--- src/sosr_pkg.sv ---
// Package for the second-order step reference block.
// Holds field widths, register indexes, reset values and the sequencer control types.
// No dependencies.
`default_nettype none

package sosr_pkg;

   localparam int DATA_W      = 32;
   localparam int DT_W        = 24;
   localparam int COEF_W      = 16;
   localparam int PROD_W      = 64;
   localparam int CSR_INDEX_W = 2;

   localparam logic [DATA_W-1:0] STEP_TIME_RESET  = 32'h0100_0000;
   localparam logic [DATA_W-1:0] STEP_VALUE_RESET = 32'h0000_0000;
   localparam logic [COEF_W-1:0] DAMPING_RESET    = 16'd4096;
   localparam logic [COEF_W-1:0] NAT_FREQ_RESET   = 16'd2560;

   typedef enum logic [CSR_INDEX_W-1:0] {
      CSR_STEP_TIME  = 2'd0,
      CSR_STEP_VALUE = 2'd1,
      CSR_DAMPING    = 2'd2,
      CSR_NAT_FREQ   = 2'd3
   } csr_index_type;

   // multiplier passes, in issue order
   typedef enum logic [2:0] {
      OP_W2     = 3'd0,
      OP_TZW    = 3'd1,
      OP_SPRING = 3'd2,
      OP_DAMP   = 3'd3,
      OP_DPOS   = 3'd4,
      OP_AHI    = 3'd5,
      OP_ALO    = 3'd6
   } op_type;

   typedef struct packed {
      logic   idle;
      logic   prep;
      logic   issue;
      logic   capture;
      logic   finish;
      op_type op;
   } ctrl_type;

endpackage

`default_nettype wire

--- src/sosr_mul.sv ---
// Shared 32x32 unsigned multiplier with registered product.
// Depends on sosr_pkg.
`default_nettype none

module sosr_mul (
   input  wire                             clock,
   input  wire                             load,
   input  wire  [sosr_pkg::DATA_W-1:0]     operand_a,
   input  wire  [sosr_pkg::DATA_W-1:0]     operand_b,
   output logic [sosr_pkg::PROD_W-1:0]     product
);
   import sosr_pkg::*;

   logic [PROD_W-1:0] product_ff;
   logic [PROD_W-1:0] product_in;

   always_comb begin
      product_in = product_ff;
      if (load) begin
         product_in = PROD_W'(operand_a) * PROD_W'(operand_b);
      end
   end

   always_ff @(posedge clock) begin
      product_ff <= product_in;
   end

   assign product = product_ff;

endmodule

`default_nettype wire

--- src/sosr_seq.sv ---
// Sequencer: walks one request through prepare, seven issue/capture multiplier
// passes and the final update. Depends on sosr_pkg.
`default_nettype none

module sosr_seq (
   input  wire                  clock,
   input  wire                  reset,
   input  wire                  start,
   input  wire                  out_free,
   output sosr_pkg::ctrl_type   ctrl
);
   import sosr_pkg::*;

   typedef enum logic [4:0] {
      ST_IDLE    = 5'b00001,
      ST_PREP    = 5'b00010,
      ST_ISSUE   = 5'b00100,
      ST_CAPTURE = 5'b01000,
      ST_DONE    = 5'b10000
   } state_type;

   state_type state_ff, state_in;
   op_type    op_ff, op_in;

   always_comb begin
      state_in = state_ff;
      op_in    = op_ff;
      unique case (state_ff)
         ST_IDLE: begin
            if (start) begin
               state_in = ST_PREP;
            end
         end
         ST_PREP: begin
            state_in = ST_ISSUE;
            op_in    = OP_W2;
         end
         ST_ISSUE: begin
            state_in = ST_CAPTURE;
         end
         ST_CAPTURE: begin
            if (op_ff == OP_ALO) begin
               state_in = ST_DONE;
            end else begin
               state_in = ST_ISSUE;
               op_in    = op_type'(op_ff + 3'd1);
            end
         end
         ST_DONE: begin
            if (out_free) begin
               state_in = ST_IDLE;
            end
         end
         default: begin
            state_in = ST_IDLE;
         end
      endcase
   end

   always_ff @(posedge clock) begin
      if (reset) begin
         state_ff <= ST_IDLE;
         op_ff    <= OP_W2;
      end else begin
         state_ff <= state_in;
         op_ff    <= op_in;
      end
   end

   always_comb begin
      ctrl.idle    = (state_ff == ST_IDLE);
      ctrl.prep    = (state_ff == ST_PREP);
      ctrl.issue   = (state_ff == ST_ISSUE);
      ctrl.capture = (state_ff == ST_CAPTURE);
      ctrl.finish  = (state_ff == ST_DONE) && out_free;
      ctrl.op      = op_ff;
   end

   a_issue_then_capture: assert property (@(posedge clock) disable iff (reset)
      ctrl.issue |=> ctrl.capture && $stable(op_ff))
      else $error("capture must follow issue of the same pass");

   a_last_pass_done: assert property (@(posedge clock) disable iff (reset)
      ctrl.capture && op_ff == OP_ALO |=> state_ff == ST_DONE)
      else $error("last pass must lead to the update");

   a_start_prep: assert property (@(posedge clock) disable iff (reset)
      ctrl.idle && start |=> ctrl.prep)
      else $error("accepted request must start preparation");

endmodule

`default_nettype wire

--- src/second_order_step_reference_top.sv ---
// Top level of the second-order step reference generator: configuration registers,
// filter state and datapath. Depends on sosr_pkg, sosr_mul and sosr_seq.
//
// One request (a tick carrying dt) yields one response holding the new filter
// position in Q16.16. From acceptance until its response sits in the output
// register, a request goes through a preparation step, seven passes through the
// single shared 32x32 multiplier (each an issue step, then a capture step) and
// an update step. One request is in flight at a time; req_stall is high from
// acceptance until the update, and the response register lets the next request
// in while the previous response still waits to be taken. The user is to write
// configuration through csr_* only while no request is in flight (unenforced).
`default_nettype none

module second_order_step_reference_top (
   input  wire                                   clock,
   input  wire                                   reset,
   input  wire                                   req_valid,
   output logic                                  req_stall,
   input  wire  [sosr_pkg::DT_W-1:0]             req_tick_dt,
   output logic                                  rsp_valid,
   input  wire                                   rsp_stall,
   output logic signed [sosr_pkg::DATA_W-1:0]    rsp_reference_out,
   input  wire                                   csr_write_enable,
   input  wire  [sosr_pkg::CSR_INDEX_W-1:0]      csr_index,
   input  wire  [sosr_pkg::DATA_W-1:0]           csr_wdata
);
   import sosr_pkg::*;

   ctrl_type ctrl;
   logic     req_accept;
   logic     out_free;

   logic [PROD_W-1:0] product;
   logic [DATA_W-1:0] mul_a;
   logic [DATA_W-1:0] mul_b;

   // configuration
   logic [DATA_W-1:0] step_time_ff, step_time_in;
   logic [DATA_W-1:0] step_value_ff, step_value_in;
   logic [COEF_W-1:0] damping_ff, damping_in;
   logic [COEF_W-1:0] nat_freq_ff, nat_freq_in;

   // filter state
   logic [DATA_W-1:0]        elapsed_ff, elapsed_in;
   logic                     latched_ff, latched_in;
   logic signed [DATA_W-1:0] position_ff, position_in;
   logic signed [DATA_W-1:0] rate_ff, rate_in;

   // working registers
   logic [DT_W-1:0]          dt_ff, dt_in;
   logic [DATA_W-1:0]        rate_mag_ff, rate_mag_in;
   logic [DATA_W-1:0]        w2_ff, w2_in;
   logic [DATA_W-1:0]        tzw_ff, tzw_in;
   logic                     diff_neg_ff, diff_neg_in;
   logic [DATA_W-1:0]        diff_mag_ff, diff_mag_in;
   logic signed [48:0]       spring_ff, spring_in;
   logic signed [49:0]       accel_ff, accel_in;
   logic [48:0]              acc_mag_ff, acc_mag_in;
   logic [DATA_W-1:0]        dpos_ff, dpos_in;
   logic [49:0]              rterm_ff, rterm_in;

   // response
   logic                     rsp_valid_ff, rsp_valid_in;
   logic signed [DATA_W-1:0] rsp_data_ff, rsp_data_in;

   // combinational helpers
   logic [DATA_W:0]          elapsed_sum;
   logic [DATA_W-1:0]        elapsed_sat;
   logic signed [DATA_W:0]   target;
   logic signed [DATA_W:0]   diff;
   logic signed [DATA_W:0]   diff_abs;
   logic [47:0]              spring_mag;
   logic signed [48:0]       spring_val;
   logic [44:0]              damp_mag;
   logic signed [45:0]       damp_val;
   logic signed [49:0]       accel_abs;
   logic signed [33:0]       dpos_term;
   logic signed [33:0]       pos_sum;
   logic signed [50:0]       rate_term;
   logic signed [50:0]       rate_sum;

   assign req_accept = req_valid && ctrl.idle;
   assign req_stall  = !ctrl.idle;
   assign out_free   = !rsp_valid_ff || !rsp_stall;

   sosr_seq u_seq (
      .clock    (clock),
      .reset    (reset),
      .start    (req_accept),
      .out_free (out_free),
      .ctrl     (ctrl)
   );

   sosr_mul u_mul (
      .clock     (clock),
      .load      (ctrl.issue),
      .operand_a (mul_a),
      .operand_b (mul_b),
      .product   (product)
   );

   always_comb begin
      mul_a = '0;
      mul_b = '0;
      unique case (ctrl.op)
         OP_W2: begin
            mul_a = DATA_W'(nat_freq_ff);
            mul_b = DATA_W'(nat_freq_ff);
         end
         OP_TZW: begin
            mul_a = DATA_W'(damping_ff);
            mul_b = DATA_W'(nat_freq_ff);
         end
         OP_SPRING: begin
            mul_a = diff_mag_ff;
            mul_b = w2_ff;
         end
         OP_DAMP: begin
            mul_a = rate_mag_ff;
            mul_b = tzw_ff;
         end
         OP_DPOS: begin
            mul_a = rate_mag_ff;
            mul_b = DATA_W'(dt_ff);
         end
         OP_AHI: begin
            mul_a = DATA_W'(acc_mag_ff[48:24]);
            mul_b = DATA_W'(dt_ff);
         end
         OP_ALO: begin
            mul_a = DATA_W'(acc_mag_ff[23:0]);
            mul_b = DATA_W'(dt_ff);
         end
         default: begin
            mul_a = '0;
            mul_b = '0;
         end
      endcase
   end

   always_comb begin
      elapsed_sum = {1'b0, elapsed_ff} + (DATA_W+1)'(dt_ff);
      elapsed_sat = elapsed_sum[DATA_W] ? '1 : elapsed_sum[DATA_W-1:0];
      target      = latched_ff ? $signed({step_value_ff[DATA_W-1], step_value_ff})
                               : '0;
      diff        = target - $signed({position_ff[DATA_W-1], position_ff});
      diff_abs    = diff[DATA_W] ? -diff : diff;
      spring_mag  = product[63:16];
      spring_val  = diff_neg_ff ? -$signed({1'b0, spring_mag}) : $signed({1'b0, spring_mag});
      damp_mag    = product[63:19];
      damp_val    = rate_ff[DATA_W-1] ? -$signed({1'b0, damp_mag})
                                      : $signed({1'b0, damp_mag});
      accel_abs   = accel_ff[49] ? -accel_ff : accel_ff;
      dpos_term   = rate_ff[DATA_W-1] ? -$signed({2'b00, dpos_ff}) : $signed({2'b00, dpos_ff});
      pos_sum     = 34'(position_ff) + dpos_term;
      rate_term   = accel_ff[49] ? -$signed({1'b0, rterm_ff}) : $signed({1'b0, rterm_ff});
      rate_sum    = 51'(rate_ff) + rate_term;
   end

   always_comb begin
      step_time_in  = step_time_ff;
      step_value_in = step_value_ff;
      damping_in    = damping_ff;
      nat_freq_in   = nat_freq_ff;
      if (csr_write_enable) begin
         unique case (csr_index_type'(csr_index))
            CSR_STEP_TIME:  step_time_in  = csr_wdata;
            CSR_STEP_VALUE: step_value_in = csr_wdata;
            CSR_DAMPING:    damping_in    = csr_wdata[COEF_W-1:0];
            CSR_NAT_FREQ:   nat_freq_in   = csr_wdata[COEF_W-1:0];
            default: begin
            end
         endcase
      end
   end

   always_comb begin
      elapsed_in   = elapsed_ff;
      latched_in   = latched_ff;
      position_in  = position_ff;
      rate_in      = rate_ff;
      dt_in        = dt_ff;
      rate_mag_in  = rate_mag_ff;
      w2_in        = w2_ff;
      tzw_in       = tzw_ff;
      diff_neg_in  = diff_neg_ff;
      diff_mag_in  = diff_mag_ff;
      spring_in    = spring_ff;
      accel_in     = accel_ff;
      acc_mag_in   = acc_mag_ff;
      dpos_in      = dpos_ff;
      rterm_in     = rterm_ff;
      rsp_valid_in = rsp_valid_ff && rsp_stall;
      rsp_data_in  = rsp_data_ff;

      if (req_accept) begin
         dt_in = req_tick_dt;
      end

      if (ctrl.prep) begin
         elapsed_in  = elapsed_sat;
         latched_in  = latched_ff || (elapsed_sat > step_time_ff);
         rate_mag_in = rate_ff[DATA_W-1] ? DATA_W'(-rate_ff) : DATA_W'(rate_ff);
      end

      if (ctrl.capture) begin
         unique case (ctrl.op)
            OP_W2: begin
               w2_in       = product[DATA_W-1:0];
               diff_neg_in = diff[DATA_W];
               diff_mag_in = diff_abs[DATA_W-1:0];
            end
            OP_TZW:    tzw_in    = product[DATA_W-1:0];
            OP_SPRING: spring_in = spring_val;
            OP_DAMP:   accel_in  = 50'(spring_ff) - 50'(damp_val);
            OP_DPOS: begin
               dpos_in    = product[55:24];
               acc_mag_in = accel_abs[48:0];
            end
            OP_AHI:    rterm_in  = {1'b0, product[48:0]};
            OP_ALO:    rterm_in  = rterm_ff + 50'(product[47:24]);
            default: begin
            end
         endcase
      end

      if (ctrl.finish) begin
         if (pos_sum > 34'sh0_7FFF_FFFF) begin
            position_in = 32'sh7FFF_FFFF;
         end else if (pos_sum < -34'sh0_8000_0000) begin
            position_in = 32'sh8000_0000;
         end else begin
            position_in = pos_sum[DATA_W-1:0];
         end
         if (rate_sum > 51'sh7FFF_FFFF) begin
            rate_in = 32'sh7FFF_FFFF;
         end else if (rate_sum < -51'sh8000_0000) begin
            rate_in = 32'sh8000_0000;
         end else begin
            rate_in = rate_sum[DATA_W-1:0];
         end
         rsp_valid_in = 1'b1;
         rsp_data_in  = position_in;
      end
   end

   always_ff @(posedge clock) begin
      if (reset) begin
         step_time_ff  <= STEP_TIME_RESET;
         step_value_ff <= STEP_VALUE_RESET;
         damping_ff    <= DAMPING_RESET;
         nat_freq_ff   <= NAT_FREQ_RESET;
         elapsed_ff    <= '0;
         latched_ff    <= 1'b0;
         position_ff   <= '0;
         rate_ff       <= '0;
         rsp_valid_ff  <= 1'b0;
      end else begin
         step_time_ff  <= step_time_in;
         step_value_ff <= step_value_in;
         damping_ff    <= damping_in;
         nat_freq_ff   <= nat_freq_in;
         elapsed_ff    <= elapsed_in;
         latched_ff    <= latched_in;
         position_ff   <= position_in;
         rate_ff       <= rate_in;
         rsp_valid_ff  <= rsp_valid_in;
      end
   end

   always_ff @(posedge clock) begin
      dt_ff       <= dt_in;
      rate_mag_ff <= rate_mag_in;
      w2_ff       <= w2_in;
      tzw_ff      <= tzw_in;
      diff_neg_ff <= diff_neg_in;
      diff_mag_ff <= diff_mag_in;
      spring_ff   <= spring_in;
      accel_ff    <= accel_in;
      acc_mag_ff  <= acc_mag_in;
      dpos_ff     <= dpos_in;
      rterm_ff    <= rterm_in;
      rsp_data_ff <= rsp_data_in;
   end

   assign rsp_valid         = rsp_valid_ff;
   assign rsp_reference_out = rsp_data_ff;

   a_finish_shows_rsp: assert property (@(posedge clock) disable iff (reset)
      ctrl.finish |=> rsp_valid_ff && rsp_data_ff == position_ff)
      else $error("update must load the response with the new position");

   a_latch_kept: assert property (@(posedge clock) disable iff (reset)
      latched_ff |=> latched_ff)
      else $error("step latch cleared without reset");

   a_elapsed_monotonic: assert property (@(posedge clock) disable iff (reset)
      !$past(reset) |-> elapsed_ff >= $past(elapsed_ff))
      else $error("elapsed time went backwards");

   a_state_only_at_finish: assert property (@(posedge clock) disable iff (reset)
      !ctrl.finish |=> $stable(position_ff) && $stable(rate_ff))
      else $error("filter state changed outside the update");

endmodule

`default_nettype wire
--- config.mk ---
export PLATFORM = sky130hd
export DESIGN_NAME = second_order_step_reference_top
export DESIGN_NICKNAME = d
export VERILOG_FILES = /design/src/sosr_pkg.sv /design/src/sosr_mul.sv /design/src/sosr_seq.sv /design/src/second_order_step_reference_top.sv
export SDC_FILE = /design/constraint.sdc
export NUM_CORES = 2
export LEC_CHECK = 0
export BUFFER_PORTS_ARGS = -buffer_cell sky130_fd_sc_hd__buf_4
export CAP_MARGIN = 10
export CORE_UTILIZATION = 30
export CTS_CLUSTER_SIZE = 40
export DETAILED_ROUTE_END_ITERATION = 16
export HOLD_SLACK_MARGIN = 0.03
export PLACE_DENSITY_LB_ADDON = 0.15
export SYNTH_ARGS = -nofsm -noshare
export SYNTH_HDL_FRONTEND = slang
export SYNTH_SLANG_ARGS = --single-unit
--- constraint.sdc ---
create_clock -name clock -period 9.8 [get_ports clock]
set_input_delay 0.49 -clock clock [delete_from_list [all_inputs] [get_ports clock]]
set_output_delay 0.49 -clock clock [all_outputs]
set_load 0.01 [all_outputs]
## Word-level counts from Yosys, hierarchy flattened

Cells that the tools add are included.

| operators by class | value |
|---|---|
| add/subtract/negate cells | 14 |
| multiply operators | 1 |
| divide/modulo/power cells | 0 |
| magnitude comparators | 5 |
| eq/ne operators | 17 |
| shifts and indexed selects | 0 |
| muxes and demuxes | 23 |
| bitwise operators | 0 |
| reduce and logical (&&, ||, !) cells | 27 |

Operators by type and width:

| cell | number |
|---|---|
| 32-bit 2-to-1 mux | 6 |
| 32-bit case mux with 6 select lines | 1 |
| 32-bit case mux with 4 select lines | 1 |
| 50-bit case mux with 2 select lines | 1 |
| 32-bit by 32-bit multiplier with 64-bit output | 1 |
| 32-bit negator | 2 |
| 32-bit by 51-bit adder with 51-bit output | 1 |
| 51-bit by 32-bit > comparator with 1-bit output (second input constant) | 1 |
| 51-bit by 32-bit < comparator with 1-bit output (second input constant) | 1 |
| 51-bit 2-to-1 mux | 1 |
| 50-bit negator with 51-bit output | 1 |
| 50-bit by 24-bit adder with 50-bit output | 1 |
| 49-bit by 46-bit subtractor with 50-bit output | 1 |
| 49-bit 2-to-1 mux | 1 |
| 48-bit negator with 49-bit output | 1 |
| 49-bit negator | 1 |
| 48-bit 2-to-1 mux | 1 |
| 46-bit 2-to-1 mux | 1 |
| 45-bit negator with 46-bit output | 1 |
| 32-bit by 34-bit adder with 34-bit output | 1 |
| 34-bit by 32-bit > comparator with 1-bit output (second input constant) | 1 |
| 34-bit by 32-bit < comparator with 1-bit output (second input constant) | 1 |
| 34-bit 2-to-1 mux | 1 |
| 32-bit negator with 34-bit output | 1 |
| 32 further kinds | 57 |

| word-level totals | value |
|---|---|
| bits in registers | 681 |
| bits in latches | 0 |
| RAM bits | 0 |
| ROM bits | 0 |
| output and inout bits | 34 |
| logic and storage cells | 113 |
| memories | 0 |

## Longest topological paths before layout

| depth | value |
|---|---|
| depth in word-level cells | 6 |
| mapped depth | 39 |

## By module

Synthesis repeated with hierarchy kept, for this count alone.

| second synthesis, totals | value |
|---|---|
| cells, all modules | 8399 |
| area, all modules | 77312.9 um^2 |

Modules (own cells, without submodules):

| module | instances | cells each | area each (um^2) |
|---|---|---|---|
| second_order_step_reference_top | 1 | 4578 | 41380.9 |
| sosr_mul | 1 | 3768 | 35465.3 |
| sosr_seq | 1 | 53 | 466.7 |

## Worst setup path after synthesis

Ideal clock, no wire load.

| timing | value |
|---|---|
| path type | reg-to-reg |
| start | register u_seq.op_ff[2] |
| end | register u_mul.product_ff[63] (netlist: u_mul.product[63]) (data pin) |
| arrival | 9.573 ns |
| required time | 9.626 ns |
| path slack | 0.053 ns |
| stages on the path, launching flop included | 34 |
| period minus slack after synthesis | 9.747 ns |
| cells stage by stage | dfxtp_1 -> clkbuf_1 -> inv_2 -> ha_1 -> clkbuf_1 -> buf_1 -> a22o_1 -> a221oi_1 -> clkbuf_1 -> nor2_1 -> fa_1 -> inv_1 -> fa_1 -> fa_1 -> fa_1 -> inv_1 -> fa_1 -> ha_1 -> fa_1 -> inv_1 -> fa_1 -> inv_1 -> ha_1 -> nand3_1 -> or4b_2 -> o221ai_1 -> o21ai_0 -> a2111oi_0 -> a211oi_1 -> o41ai_2 -> nand2_1 -> a21oi_1 -> nor4_1 -> a311oi_1 |

| between the ends | value |
|---|---|
| cells in the longest elaborated chain, start to end | 4 |
| elaborated cells between the ends (all ways) | 13 |
| classes of those cells | mul (1); eq/ne (6); mux (2); reduce/logical (4) |

Ends and longest elaborated chain:

| what | RTL line | RTL |
|---|---|---|
| start: declaration | sosr_seq.sv:23 | `op_type op_ff, op_in;` |
| start signal: assignment | sosr_seq.sv:66 | `op_ff <= op_in;` |
| 3-bit == test, or another cell as far along | second_order_step_reference_top.sv:105 | `unique case (ctrl.op)` |
| 3-bit OR reduction (no source line) or 2-bit OR reduction (tied branches) | n/a |  |
| 32-bit case mux with 4 select lines or 32-bit case mux with 6 select lines (tied branches) | second_order_step_reference_top.sv:105 |  |
| 32-bit by 32-bit multiplier with 64-bit output (*) | sosr_mul.sv:20 | `product_in = PROD_W'(operand_a) * PROD_W'(operand_b);` |
| end signal: assignment | sosr_mul.sv:25 | `product_ff <= product_in;` |
| end: declaration | sosr_mul.sv:14 | `logic [PROD_W-1:0] product_ff;` |

Mark *: on every way between the ends. The rest lies on a longest branch, timed or not.
A chain may end at the register's enable or synchronous reset.

## Worst setup path in the final report

| timing | value |
|---|---|
| start | register u_seq.op_ff[0] |
| end | register u_mul.product_ff[63] (netlist: u_mul.product[63]) (data pin) |

The elaborated chain is that of the path after synthesis.

==> out/results.tsv <==
metric	value	unit
status	completed	
relative slew slack	20.3	%
mapped cell area	75600	um2
Worst Skew	0.0358	ns
nature of the critical path endpoint	flip-flop	
I/O Buffers	96	
Pre-antenna DRT Iters	6	
Tot Pwr	7180	uW
Overflow after GRT	0	
antenna-violating nets left	0	
Arr. time, crit path	9.99	ns
most frequent cells in the layout	inv_1 (1149), nand2_1 (1096), fa_1 (881)	
Die Wd	504	um
setup TNS	0	ns
maximum vdd drop	0.134	mV
Clock transition at path regs	0.06	ns
cell count after synthesis	8397	
total number of yosys warnings	0	
Leakage	0.0389	uW
max-slew violations	0	
worst hold stages	3	
max layer used	met4	
htree depth	3	
Slowest-stage cell, CP	or4b_2	
CP Buf/Inv Count	18	
GPL Wtd Cong	0.939	
Nets	10400	
met2 WL	133000	um
I/O pin cnt	97	
Post-synth EDFFs	479	
clock latency on the worst-skew pair	0.73	ns
Top FF cell, synth	edfxtp_1	
pwr/cell area	79.6	nW/um2
detailed-route DRC error count	0	
routed wl met3	16000	um
Post-Syn Nets	9881	
total track usage	23.2	%
Post-DP HPWL	243000	um
total number of vias	63000	
Hold Fails Final Rpt	0	
Synth-to-Final Area Change	19.4	%
clk sinks	681	
FF+latch count, synth	681	
Hold WS	0.0875	ns
CTS tree	yes	
Slowest Stage Delay on Critical Path	0.69	ns
commonest non-fill, non-tap cell in the layout	inv_1	
Worst Path Max Fanout	9	
critical path depth	42	
sequential element share of the synthesized area	24.4	%
Die Ht	504	um
largest net degree at the start of global routing	110	
maxcap violations	0	
share of post-route cells with drive strength above 1	13.0	%
vias in the first global route	63200	
Tightest Hold Check Type	in -> reg	
starting density of the core	30.3	%
Achievable Freq	105	MHz
Async SR Flop Fraction	0	%
Met1 Wirelength	139000	um
Worst R2R Path Depth	42	
Final Setup Violations	0	
final wirelength	298000	um
Final min period	9.53	ns
die area	254000	um2
cell mode on critical path	buf_4	
Max Root-Sink Buffers	3	
WS Path Type	reg -> reg	
library cells used by synthesis	90	
Post-Syn Area per Cell	9.00	um2
Root Driver	clkbuf_16	
crit share post-route	97.2	%
RSZ-0062 raised after global routing	false	
antenna violations before repair	6	
Worst path top cell family by delay	adder cells	
Core Rows	183	
mean routed wirelength per cell	24.3	um
actual slew at the worst max-slew pin	1.20	ns
first-pass GRT wire length	437000	um
via/cell ratio	5.13	
Worst Setup Start Kind	flip-flop	
starting DRC count in detailed routing	5578	
CORE AREA	250000	um2
Num CTS Buffers	85	
WP data required	10.27	ns
power by group:
| group | leakage [uW] | switching, uW | internal (uW) |
|---|---|---|---|
| Clock | 0.00139 | 1430 | 1880 |
| Sequential | 0.00596 | 47.3 | 3080 |
| Combinational | 0.0316 | 433 | 301 |
cells by family after synthesis:
logic type               synth area share (%)
XOR/XNOR                                 5.95
AO/OA/AOI/OAI                            13.7
multiplexers                            0.266
flip-flops                               24.4
AND/OR/NAND/NOR                          15.4
adder cells (fa/ha/maj)                  32.5
buffers and inverters                    7.83
cells in the mapped netlist (all sizes together), types with 87 or more instances:
cell type | count | area [um2]
nand2 | 1103 | 4140
o21ai | 327 | 1640
a21o | 158 | 1190
nor2 | 866 | 3250
clkbuf | 380 | 1430
edfxtp | 479 | 14400
nor3 | 87 | 435
fa | 902 | 18100
xor2 | 147 | 1290
nand3 | 90 | 450
xnor2 | 367 | 3210
dfxtp | 202 | 4040
ha | 519 | 6490
inv | 1157 | 4340
a21oi | 371 | 1860
tightest hold or removal path: cells and delay by family:
family                 cells  cell delay (ns)
and+or+nand+nor            1             0.06
AOI/OAI and AO/OA          1             0.05
buffers and inverters      1             0.15
timing repair:
action                                  4_1_cts  5_1_grt
gates resized for setup                      35      154
buffers inserted                              2       36
pin swaps                                     3       65
hold endpoints to repair                     52        0
hold buffers                                 42        0
gates cloned                                  0        4
endpoints found under the setup margin       24       21
layout make-up:
cell class              instances  area [um2]
diodes                          3        7.51
clock buffers                 105        2260
clock inverters                54         633
fillers                     25500      159000
inverters                    1159        4350
multi-input cells            6148       52600
flip-flops and latches        681       18400
well taps                    3330        4170
repair buffers                801        7830
state kept, by name (all words and copies together) (netlist names), 16 cells and up:
signal             count
damping_ff            16
tzw_ff                32
dt_ff                 24
w2_ff                 32
rate_ff               32
step_time_ff          32
rsp_reference_out     32
position_ff           32
step_value_ff         32
diff_mag_ff           32
u_mul.product         64
acc_mag_ff            49
nat_freq_ff           16
accel_ff              50
dpos_ff               32
rate_mag_ff           32
elapsed_ff            32
spring_ff             49
rterm_ff              50
stage by stage:
step | cell area, um2 | setup slack, ns | utilization (%) | cells
after floorplan | 75600 | 0.0530 | - | 8397
after CTS | 89100 | 0.00139 | 35.7 | 12200
after global placement | 85600 | -1.45 | 34.3 | 12000
final | 90200 | 0.273 | 36.2 | 12300
after detailed placement | 85600 | -0.824 | 34.3 | 12000
after global routing | 90200 | 0.00475 | 36.2 | 12300
routing by layer:
layer / up-vias / track usage (%)
li1: 28900 / -
met5: - / 0
met2: 1884 / 36.3
met4: 0 / 6.87
met1: 31900 / 33.3
met3: 343 / 2.84
path summary, 6_finish.rpt:
path                                                    start                       endpoint  slack (ns)
worst max-delay path              u_seq.op_ff[0]$_SDFFE_PP0P_    u_mul.product[63]$_DFFE_PN_        0.27
worst min-delay path                             csr_wdata[1]    nat_freq_ff[1]$_SDFFE_PP0P_        0.09
worst max register to register    u_seq.op_ff[0]$_SDFFE_PP0P_    u_mul.product[63]$_DFFE_PN_        0.27
worst min register to register  step_value_ff[6]$_SDFFE_PP0P_  step_value_ff[6]$_SDFFE_PP0P_        0.45
Power figures use the tool's default switching activity.
